## config.mk

```make
export PLATFORM = sky130hd
export DESIGN_NAME = fat_ctrl
export DESIGN_NICKNAME = d
export VERILOG_FILES = /design/src/design/fat_pkg.sv /design/src/design/fat_ctrl.sv
export SDC_FILE = /design/constraint.sdc
export NUM_CORES = 1
export LEC_CHECK = 0
export BUFFER_PORTS_ARGS = -buffer_cell sky130_fd_sc_hd__buf_2
export CELL_PAD_IN_SITES_DETAIL_PLACEMENT = 1
export CELL_PAD_IN_SITES_GLOBAL_PLACEMENT = 1
export CORE_MARGIN = 2
export CORE_UTILIZATION = 30
export CTS_CLUSTER_SIZE = 12
export DETAILED_ROUTE_END_ITERATION = 16
export GPL_TIMING_DRIVEN = 1
export PLACE_DENSITY = 0.8
export REMOVE_ABC_BUFFERS = 1
export SYNTH_ARGS = -nofsm -noshare
export SYNTH_HDL_FRONTEND = slang
export SYNTH_SLANG_ARGS = --single-unit
export TNS_END_PERCENT = 50
```

## constraint.sdc

```tcl
create_clock -name i_clk -period 2.45 [get_ports i_clk]
set_input_delay 0.6125 -clock i_clk [delete_from_list [all_inputs] [get_ports i_clk]]
set_output_delay 0.6125 -clock i_clk [all_outputs]
set_load 0.02 [all_outputs]
```

## src/design/fat_pkg.sv

```systemverilog
package fat_pkg;

    // Command codes
    localparam logic [1:0] CMD_READ  = 2'd0;
    localparam logic [1:0] CMD_WRITE = 2'd1;
    localparam logic [1:0] CMD_ALLOC = 2'd2;
    localparam logic [1:0] CMD_FREE  = 2'd3;

    // Status codes
    localparam logic [1:0] ST_OK      = 2'd0;
    localparam logic [1:0] ST_NO_FREE = 2'd1;
    localparam logic [1:0] ST_BAD     = 2'd2;

    // Link values
    localparam logic [15:0] FIRST_DATA_CLUSTER = 16'h0002;
    localparam logic [15:0] RESERVED_LINK_MIN  = 16'hFFF0;
    localparam logic [15:0] END_OF_CHAIN       = 16'hFFFF;
    localparam logic [15:0] FREE_LINK          = 16'h0000;

    typedef struct packed {
        logic [1:0]  cmd;
        logic [15:0] cluster;
        logic [15:0] value;
    } t_fat_req;

    typedef struct packed {
        logic [15:0] data;
        logic [1:0]  status;
        logic [12:0] freed_count;
    } t_fat_rsp;

    typedef enum logic [1:0] {
        WR_VALUE,
        WR_FREE,
        WR_EOC
    } t_wr_sel;

    typedef enum logic {
        DATA_RDATA,
        DATA_CUR
    } t_data_sel;

    // Controller to datapath commands
    typedef struct packed {
        logic      load;
        logic      clr_wr;
        logic      rd_en;
        logic      wr_en;
        t_wr_sel   wr_sel;
        logic      cur_inc;
        logic      cur_follow;
        logic      freed_inc;
        logic      data_cap;
        t_data_sel data_sel;
        logic      status_set;
        logic [1:0] status_code;
    } t_fat_ctl;

    // Datapath to controller status
    typedef struct packed {
        logic [1:0] cmd;
        logic       cur_in_table;
        logic       cur_in_chain;
        logic       rdata_free;
        logic       freed_full;
        logic       clr_last;
    } t_fat_sts;

endpackage

```

## src/design/fat_ctrl.sv

```systemverilog
module fat_ctrl
    import fat_pkg::*;
(
    input  logic     i_clk,
    input  logic     i_rst_n,
    input  logic     start,
    output logic     busy,
    output logic     o_done,
    input  t_fat_sts i_sts,
    output t_fat_ctl o_ctl
);

    typedef enum logic [2:0] {
        S_CLEAR,
        S_IDLE,
        S_DISPATCH,
        S_READ_DATA,
        S_ALLOC_RD,
        S_ALLOC_CHK,
        S_FREE_RD,
        S_FREE_WR
    } t_state;

    t_state r_state, n_state;
    logic   r_done, n_done;

    // Sequence commands and pick the next state
    always_comb begin
        o_ctl       = '0;
        o_ctl.wr_sel   = WR_FREE;
        o_ctl.data_sel = DATA_RDATA;
        n_state     = r_state;
        n_done      = 1'b0;
        case (r_state)
            S_CLEAR: begin
                o_ctl.clr_wr = 1'b1;
                if (i_sts.clr_last) begin
                    n_state = S_IDLE;
                end
            end
            S_IDLE: begin
                if (start) begin
                    o_ctl.load = 1'b1;
                    n_state    = S_DISPATCH;
                end
            end
            S_DISPATCH: begin
                case (i_sts.cmd)
                    CMD_READ: begin
                        if (i_sts.cur_in_table) begin
                            o_ctl.rd_en = 1'b1;
                            n_state     = S_READ_DATA;
                        end else begin
                            o_ctl.status_set  = 1'b1;
                            o_ctl.status_code = ST_BAD;
                            n_done            = 1'b1;
                            n_state           = S_IDLE;
                        end
                    end
                    CMD_WRITE: begin
                        if (i_sts.cur_in_table) begin
                            o_ctl.wr_en  = 1'b1;
                            o_ctl.wr_sel = WR_VALUE;
                        end else begin
                            o_ctl.status_set  = 1'b1;
                            o_ctl.status_code = ST_BAD;
                        end
                        n_done  = 1'b1;
                        n_state = S_IDLE;
                    end
                    CMD_ALLOC: n_state = S_ALLOC_RD;
                    default:   n_state = S_FREE_RD;
                endcase
            end
            S_READ_DATA: begin
                o_ctl.data_cap = 1'b1;
                o_ctl.data_sel = DATA_RDATA;
                n_done         = 1'b1;
                n_state        = S_IDLE;
            end
            S_ALLOC_RD: begin
                if (i_sts.cur_in_table) begin
                    o_ctl.rd_en = 1'b1;
                    n_state     = S_ALLOC_CHK;
                end else begin
                    o_ctl.status_set  = 1'b1;
                    o_ctl.status_code = ST_NO_FREE;
                    n_done            = 1'b1;
                    n_state           = S_IDLE;
                end
            end
            S_ALLOC_CHK: begin
                if (i_sts.rdata_free) begin
                    // claim the entry as a one-cluster chain
                    o_ctl.wr_en    = 1'b1;
                    o_ctl.wr_sel   = WR_EOC;
                    o_ctl.data_cap = 1'b1;
                    o_ctl.data_sel = DATA_CUR;
                    n_done         = 1'b1;
                    n_state        = S_IDLE;
                end else begin
                    o_ctl.cur_inc = 1'b1;
                    n_state       = S_ALLOC_RD;
                end
            end
            S_FREE_RD: begin
                if (!i_sts.cur_in_chain) begin
                    n_done  = 1'b1;
                    n_state = S_IDLE;
                end else if (!i_sts.cur_in_table || i_sts.freed_full) begin
                    o_ctl.status_set  = 1'b1;
                    o_ctl.status_code = ST_BAD;
                    n_done            = 1'b1;
                    n_state           = S_IDLE;
                end else begin
                    o_ctl.rd_en = 1'b1;
                    n_state     = S_FREE_WR;
                end
            end
            S_FREE_WR: begin
                // zero this link and step to the next cluster
                o_ctl.wr_en      = 1'b1;
                o_ctl.wr_sel     = WR_FREE;
                o_ctl.freed_inc  = 1'b1;
                o_ctl.cur_follow = 1'b1;
                n_state          = S_FREE_RD;
            end
            default: n_state = S_IDLE;
        endcase
    end

    // Hold state and the result strobe
    always_ff @(posedge i_clk) begin
        if (!i_rst_n) begin
            r_state <= S_CLEAR;
            r_done  <= 1'b0;
        end else begin
            r_state <= n_state;
            r_done  <= n_done;
        end
    end

    assign busy   = (r_state != S_IDLE);
    assign o_done = r_done;

endmodule

```

======== Word level (Yosys, flattened, before mapping) ========
Index checks and enable logic that the tools add are counted.
word-level totals
  flip-flop bits (word level) ............. 4
  bits of input ports ..................... 10
operators by class
  eq/ne operators ......................... 12
  multiplexer cells ....................... 38
  reduce and logical (&&, ||, !) cells .... 6
operators by type and width
  kind                                                  number
  2-to-1 mux 3 bit                                      14
  case mux 3 bit (3 select lines)                       3
  case mux 3 bit (8 select lines)                       1
  2-to-1 mux 1 bit                                      13
  equality test 3 bit (second input constant)           4
  equality test 3 x 2 -> 1 bit (second input constant)  2
  2-to-1 mux 2 bit                                      3
  case mux 1 bit (5 select lines)                       1
  != test 2 bit (second input constant)                 2
  case mux 2 bit (2 select lines)                       1
  equality test 3 x 1 -> 1 bit (second input constant)  1
  zero test 3 bit                                       1
  != test 3 x 1 -> 1 bit (second input constant)        1
  case mux 1 bit (3 select lines)                       1
  equality test 2 x 1 -> 1 bit (second input constant)  1
  equality test 2 bit (second input constant)           1
  zero test 2 bit                                       1
  case mux 1 bit (2 select lines)                       1
  AND reduction 2 bit                                   1
  OR reduction 2 bit                                    1
  zero test 1 bit                                       1
  logical OR 1 bit                                      1

======== Logic depth before layout (Yosys ltp) ========
  depth after elaboration ................. 5
  gate-level depth with buffers ........... 5

======== Worst setup path before layout ========
No wires, ideal clock.
  path type ............................... input to output
  start ................................... input i_sts[4] in the netlist's numbering
  end ..................................... output o_ctl[1] in the netlist's numbering
  arrival time ............................ 1610 ps
  required time ........................... 1837 ps
  slack ................................... 228 ps
  stages on the path ...................... 4
  cells stage by stage .................... buf_4 > nor3_1 > a21oi_1 > nor4_1
RTL lines
  item                RTL line        text
  start: declaration  fat_ctrl.sv:9   input t_fat_sts i_sts,
  end: declaration    fat_ctrl.sv:10  output t_fat_ctl o_ctl

==> qor.txt <==
Setup Fix Bufs, Post-CTS: 0
Vias in the first global route: 486
Worst-path clk slew: 0.04 ns
Yosys top cell by area: dfxtp_1
Switching part of the total: 0.3310
Ys async rst share: 0
Bufs on Longest Clock Path: 2
# resized after CTS: 0
TritonCTS buffer count: 3
Nets@finish: 97
Period Utilization, post-route: 0.9274
Distinct cells, synth: 33
RSZ-0062 raised after global routing: false
Static leakage: 0.0002913 uW
Core Rows: 14
Area after DPL: 568.0 sq um
Largest net degree at the start of global routing: 18
Setup crit end: o_ctl[10]
Top post-synthesis cells by area: dfxtp_1 17%, buf_4 6.4%, nor2_1 6.4%
Worst path required time: 1.84 ns
Io pins: 26
N_diodes: 0
Final min period: 2.272 ns
Antenna violations before repair: 0
Hold-fix buffers, CTS: 0
Post-Place Cells: 98
HPWL after DPL: 1.002 mm
Switching pwr: 73.57 uW
EDFF count, synth: 0
Die Wd: 43.55 um
Setup crit end kind: output port
Max_cap viols: 0
GRT Util Overall: 0.1514
Final slew viol count: 0
Most frequent cells after synthesis: 8 x nor2_1, 6 x nand2_1, 4 x buf_4, 4 x dfxtp_1, 4 x o21ai_0
Critical path launch point: r_state[1]$_SDFFE_PN0P_
Post-synthesis cell count: 63
Max incr delay on CP: 0.59 ns
Clk sinks: 4
Placer congestion estimate: 0.7140
Initial DRC count: 10
Fmax: 440.1 MHz
Sequential power share: 0.366
HP Class: input port to flip-flop
Type of origin of the critical path: flip-flop
Critical Path AT: 1.66 ns
Pre-Repair DR Iteration Count: 4
Clk_lat worst skew: 0.23 ns
Worst R2R Setup Slack: 0.88 ns
Worst VDD drop: 0.3099 mV
Post-route ant nets: 0
Setup ws final: 0.1778 ns
Total die area: 0.001896 sq mm
Reg-to-Reg End: o_done$_SDFF_PN0_
Dpl ws: 0.2664 ns
Congestion Overflow GR: 0
Cell with the most instances after synthesis: nor2_1
CP Max Fanout: 11
Reg-to-reg startpoint: r_state[1]$_SDFFE_PN0P_
Clock share of power: 0.357
Final hold vios: 0
Post-layout instance area: 590.6 sq um
Final std cells w/o fill: 101
H-Tree Depth: 1
TritonCTS clock tree: done
Slowest cell on the critical path: dfxtp_1
Final setup fails: 0
Die Y-Extent: 43.55 um
Cell area after synthesis: 469.2 sq um
R2R depth: 4
Setup TNS: 0 ns
Status: complete, no violations
Drt wl/cell: 13.26 um
Via count: 536
Core Area: 0.001489 sq mm
Via-per-instance ratio: 5.307
Drc violations: 0
Main flop type after synthesis: dfxtp_1
Yosys warnings: 0
Setup Skew: 0.002127 ns
Cell internal pwr: 148.7 uW
First-pass GRT wire length: 2.221 mm
Ratio of cells with drive above 1 in the final layout: 0.4118
Root Buffer: clkbuf_4
Comb power frac: 0.278
Register bit total from synthesis: 4
Tightest Pin Transition: 0.6435 ns
Initial core utilization: 0.3151
Register area share after synthesis: 0.1707
CP Cell Sequence: inv_6 -> nor4_4 -> nand3_1 -> o21ai_0 -> buf_2
Synth top area share: 0.1707
Synthesized area per cell: 7.448 sq um
Slew margin rel.: 0.5704
Input/output buffers: 25
Cell area power density: 376.3 mW/mm^2
WL final: 1.339 mm
Crit Path Category: flip-flop to output port
Area Overhead vs Synth: 25.87%
[critical path, delay by kind of cell (launching register included)]
family          cells  cell delay [ns]
simple gates        2             0.49
flops               1             0.59
buf+inv             2             0.27
compound gates      1             0.08
[state kept, by name, summed over array words and instances, names as in the netlist]
signal   flops
r_state      3
o_done       1
[power by group through the flow]
stage | sequential (uW) | clock, uW | combinational [uW]
finish | 81.3 | 79.2 | 61.7
global placement | 82.2 | 0 | 59.4
CTS | 81.2 | 82.1 | 62.1
detailed placement | 82.1 | 0 | 60.7
floorplan | 78.7 | 0 | 37.4
global route | 82.8 | 92.7 | 67.4
[cells by family (layout without fill, tap and decap cells)]
group,Yosys count,count (layout),synth area share
compound gates,18,18,0.2907
flops,4,4,0.1707
buf+inv,9,31,0.1333
simple gates,32,32,0.4053
[per-stage QoR]
stage                     hold slack [ns]  utilization  power [uW]
after CTS                          0.6382       0.3966       225.4
after floorplan                    0.7103            -       116.1
after detailed placement           0.7973       0.3815       142.7
final                              0.6477       0.3966       222.3
after global placement             0.7928       0.3815       141.6
after global routing               0.6297       0.3966       242.9
[layout by cell type (no fill, tap or decap), types with 2 or more instances in the layout]
| cell type | count |
|---|---|
| a21oi_1 | 3 |
| buf_2 | 25 |
| nor2_1 | 8 |
| dfxtp_1 | 4 |
| inv_1 | 2 |
| a21o_1 | 2 |
| nor2b_1 | 2 |
| nand2b_1 | 2 |
| nor3_1 | 3 |
| clkbuf_4 | 3 |
| or2b_1 | 2 |
| o21ai_0 | 4 |
| nand2_1 | 6 |
[layer usage]
layer | track usage | part of all wire | vias to the layer above
met5 | 0 | 0 | -
met4 | 0.01818 | 0 | 0
met3 | 0.05417 | 0.059 | 0
met2 | 0.2294 | 0.49 | 18
met1 | 0.2121 | 0.45 | 247
li1 | - | - | 271
[worst min-delay path by stage]
stage | depth (start not counted) | start | endpoint
global placement | 2 | r_state[1]$_SDFFE_PN0P_ | o_done$_SDFF_PN0_
finish | 2 | i_rst_n | r_state[0]$_SDFFE_PN0P_
detailed placement | 2 | r_state[1]$_SDFFE_PN0P_ | o_done$_SDFF_PN0_
global route | 2 | i_rst_n | r_state[0]$_SDFFE_PN0P_
CTS | 2 | i_rst_n | r_state[0]$_SDFFE_PN0P_
floorplan | 2 | r_state[1]$_SDFFE_PN0P_ | o_done$_SDFF_PN0_
[final cells by class]
type                            count  area (sq um)
Tap cell                           16         20.02
Sequential cell                     4         80.08
Timing Repair Buffer               25         125.1
Inverter                            3         16.27
Fill cell                         213         898.4
Clock buffer                        3         22.52
Multi-Input combinational cell     50         326.6
Power figures use the tool's default switching activity.
